## src/sv/assert_macros.svh

```systemverilog
// Assertion helpers used by the RTL file binned_block_allocator.
`ifndef ASSERT_MACROS_SVH
`define ASSERT_MACROS_SVH

// The property must hold on every clock edge outside reset.
`define ASSERT_CLK(label, prop, msg) \
    label: assert property (@(posedge clk) disable iff (!rst_n) (prop)) else $error(msg);

// A trigger implies a consequence on the next edge.
`define ASSERT_NEXT(label, trig, cons, msg) \
    label: assert property (@(posedge clk) disable iff (!rst_n) (trig) |=> (cons)) \
        else $error(msg);

`endif

```

## src/sv/bba_ram.sv

```systemverilog
module bba_ram #(
    parameter int WIDTH = 8,
    parameter int DEPTH = 16
) (
    input  logic                     clk,
    input  logic                     we,
    input  logic [$clog2(DEPTH)-1:0] waddr,
    input  logic [WIDTH-1:0]         wdata,
    input  logic [$clog2(DEPTH)-1:0] raddr,
    output logic [WIDTH-1:0]         rdata
);
    logic [WIDTH-1:0] mem [DEPTH];

    always_ff @(posedge clk)
    begin
        if (we)
        begin
            mem[waddr] <= wdata;
        end
        rdata <= mem[raddr];
    end
endmodule
```

## config.mk

```make
export PLATFORM = sky130hd
export DESIGN_NAME = bba_ram
export DESIGN_NICKNAME = d
export VERILOG_FILES = /design/src/sv/assert_macros.svh /design/src/sv/bba_ram.sv
export SDC_FILE = /design/constraint.sdc
export NUM_CORES = 1
export LEC_CHECK = 0
export BUFFER_PORTS_ARGS = -buffer_cell sky130_fd_sc_hd__buf_2
export CORE_MARGIN = 5
export CORE_UTILIZATION = 60
export CTS_CLUSTER_DIAMETER = 30
export DETAILED_ROUTE_END_ITERATION = 7
export GPL_TIMING_DRIVEN = 1
export PLACE_DENSITY_LB_ADDON = 0.15
export SLEW_MARGIN = 20
export SYNTH_ARGS = -nofsm -noshare
export SYNTH_HDL_FRONTEND = slang
export SYNTH_SLANG_ARGS = --single-unit
export TNS_END_PERCENT = 100
```

## constraint.sdc

```tcl
create_clock -name clk -period 2.1 [get_ports clk]
set_input_delay 0.42 -clock clk [delete_from_list [all_inputs] [get_ports clk]]
set_output_delay 0.42 -clock clk [all_outputs]
set_load 0.02 [all_outputs]
```

==> run_results.csv <==
group,metric,value,unit
timing,worst_hold_slack,0.288,ns
global_route,grt_pass1_wl,15200,um
clocking,clk_latency,0.51,ns
finish,antenna-diode-count,0,
detailed_routing,ant_nets,0,
setup_path,crit_chain,"buf_2",
floorplan,core_area,0.00830,mm^2
detailed_routing,wirelength,9740,um
power,powerDensity,1020,mW/mm^2
finish,drive_gt1_share,32.8,%
floorplan,fp-row-count,33,
placement,gp_congestion,0.776,
detailed_routing,routedWlPerCell,24.1,um
timing,timing.fmax,0.685,GHz
min_path,min_to,"mem[12][1]",
finish,design_area,0.00611,mm^2
timing,hold_viol,0,
job,drv_cap,0,
setup_path,worst-path-buf-inv,1,
detailed_routing,post-route-drc-count,0,
detailed_routing,dr.first_iter.drc_count,158,
synthesis,yosys.area_share.xor_xnor,0,%
synthesis,synth_compound_area_share,2.33,%
outcome,status,"completed",
synthesis,ys_types,19,
setup_path,worstSetupPathType,"reg2out",
timing,worst_pin_slew,0.595,ns
global_route,grtUsageTotal,20.8,%
clocking,postCtsHoldBufs,0,
finish,regArea,0.00400,mm^2
setup_path,end_kind,"output port",
floorplan,io_pins,26,
detailed_routing,vias,2490,
timing,skew,0.00977,ns
timing,rsz0062_at_grt,"no",
setup_path,reg2reg_to,"rdata[2]",
min_path,hold_class,"in2reg",
timing,setup_tns,0,ns
synthesis,yosysTopAreaCell,"edfxtp_1",
min_path,min_from,"wdata[1]",
setup_path,cp.required,1.68,ns
clocking,root_buffer,"clkbuf_8",
global_route,overflow,0,
timing,period_share,69.5,%
placement,port_buffers,25,
synthesis,syn_nets,247,
clocking,post_cts_resized,0,
synthesis,yosys_register_bits,136,
setup_path,rr_worst_depth,3,
timing,setup_viol,0,
clocking,cts_buffer_depth,2,
global_route,antenna_found_initial,0,
clocking,htree_levels,4,
setup_path,arrival,1.04,ns
clocking,clkSlewWorstSetupHoldPaths,0.06,ns
synthesis,synth-seq-area-share,77.8,%
detailed_routing,vias_per_cell,6.16,
clocking,cts_tree,"built",
setup_path,slowest_delay,0.35,ns
power,p_leak,2.11,nW
synthesis,synthMuxAreaShare,15.0,%
power,total_power,6.23,mW
detailed_routing,dr.pass1.iters,4,
finish,syn2layout_area_growth,18.8,%
timing,maxSlewViolCount,0,
global_route,grt_max_degree,17,
finish,fin_util,73.7,%
clocking,cts_buffers,17,
finish,fillCellCount,485,
synthesis,yosysWarnings,0,
floorplan,die-area,0.0105,mm^2
finish,nets,304,
setup_path,crit_family,"flip-flops",
floorplan,die_x,103,um
placement,place_hpwl,6240,um
synthesis,yosysTopAreaCellShare,74.7,%
setup_path,crit_path_start_kind,"flop",
synthesis,synth.avg_cell_area,22.5,um^2
clocking,clkSinkCount,136,
synthesis,netlist_instances,229,
global_route,grt_pass1_vias,2582,
setup_path,reg2reg_from,"mem[5][2]",
timing,slew_headroom,60.2,%
synthesis,synth_area_leaders,"edfxtp_1, mux4_2, mux4_1",
floorplan,fp.dieH,103,um
synthesis,synth_top_family_by_area,"multiplexers",
power,peakVddDrop,0.818,mV
timing,fin_crit,1.46,ns
synthesis,synthAdderAreaFrac,0,%
setup_path,regToRegSetupSlack,0.70,ns
setup_path,cpMaxStageDelayCell,"dfxtp_1",
floorplan,start_util,62.0,%
synthesis,synth-simple-area-share,3.18,%
finish,multi_input_area,0.00106,mm^2
clocking,post-cts-setup-buffers,0,
synthesis,syn_area,0.00515,mm^2
setup_path,path_max_fanout,1,
min_path,whs_path_depth,1,
placement,dpl_cell_area,0.00553,mm^2
## synth_stat cells
library cell and instances:
and2_1 1, nor3_1 4, dfxtp_1 8, nand2_1 9, a22oi_1 16, nand2b_1 2
nor2_1 13, buf_6 3, mux4_1 14, clkdlybuf4s25_2 3, nand3_1 1, buf_4 1
nand3b_1 2, buf_2 3, and2b_1 1, or3b_2 1, mux4_2 18, nor2b_1 1
edfxtp_1 128
## routing by layer
layer | wire [um] | track usage [%] | vias to the layer above
met2 | 4890 | 32.1 | 96
met1 | 3930 | 28.9 | 1283
met4 | 227 | 7.67 | 0
li1 | - | - | 1088
met5 | 0 | 0 | -
met3 | 698 | 5.95 | 23
## worst max-delay path by stage
stage / startpoint / end / slack (ns) / depth (start not counted)
global placement: raddr[0] / rdata[7] / 0.29 / 5
CTS: rdata[7] / rdata[7] / 0.63 / 1
finish: rdata[7] / rdata[7] / 0.64 / 1
detailed placement: raddr[0] / rdata[2] / 0.27 / 5
floorplan: waddr[2] / mem[0][0] / 0.19 / 2
global route: rdata[7] / rdata[7] / 0.60 / 1
## report_power, final
group	internal [mW]	switching [mW]	total [mW]
logic	0.130	0.178	0.308
clock network	1.83	1.04	2.86
registers	3.04	0.0187	3.05
## worst reg2reg max path, cell delays in order, from the launching register on
cell and delay, ns:
edfxtp_1 0.37, mux4_1 0.55, a22oi_1 0.27, nand2_1 0.09
## sequential cells by signal (all words and copies together) (netlist names)
name   cells
rdata      8
mem      128
## cells by family after synthesis
kind of cell | after synthesis
AND/OR/NAND/NOR | 35
AO/OA/AOI/OAI | 16
multiplexers | 32
buffers and inverters | 10
flip-flops | 136
## through the flow
stage / cells / worst slack, ns
3_3_place_gp: 372 / 0.290
5_1_grt: 404 / 0.599
6_report: 404 / 0.640
2_1_floorplan: 229 / 0.187
3_5_place_dp: 372 / 0.268
4_1_cts: 404 / 0.627
## placed cells by master, fill, tap and decap left out, types with 8 or more instances in the layout
cell / synthesis / routed
mux4_1: 14 / 14
clkbuf_16: 0 / 16
a22oi_1: 16 / 16
buf_2: 3 / 25
mux4_2: 18 / 18
edfxtp_1: 128 / 128
nand2_1: 9 / 9
buf_4: 1 / 20
dfxtp_1: 8 / 8
nor2_1: 13 / 13
## area by class of cell
type	instances	area share (%)
clock buffers	19	7.06
repair buffers	48	5.49
flip-flops and latches	136	65.5
multi-input cells	83	17.3
well taps	105	2.15
clock inverters	13	2.52
Note: power is estimated with default switching activity, not from simulation.
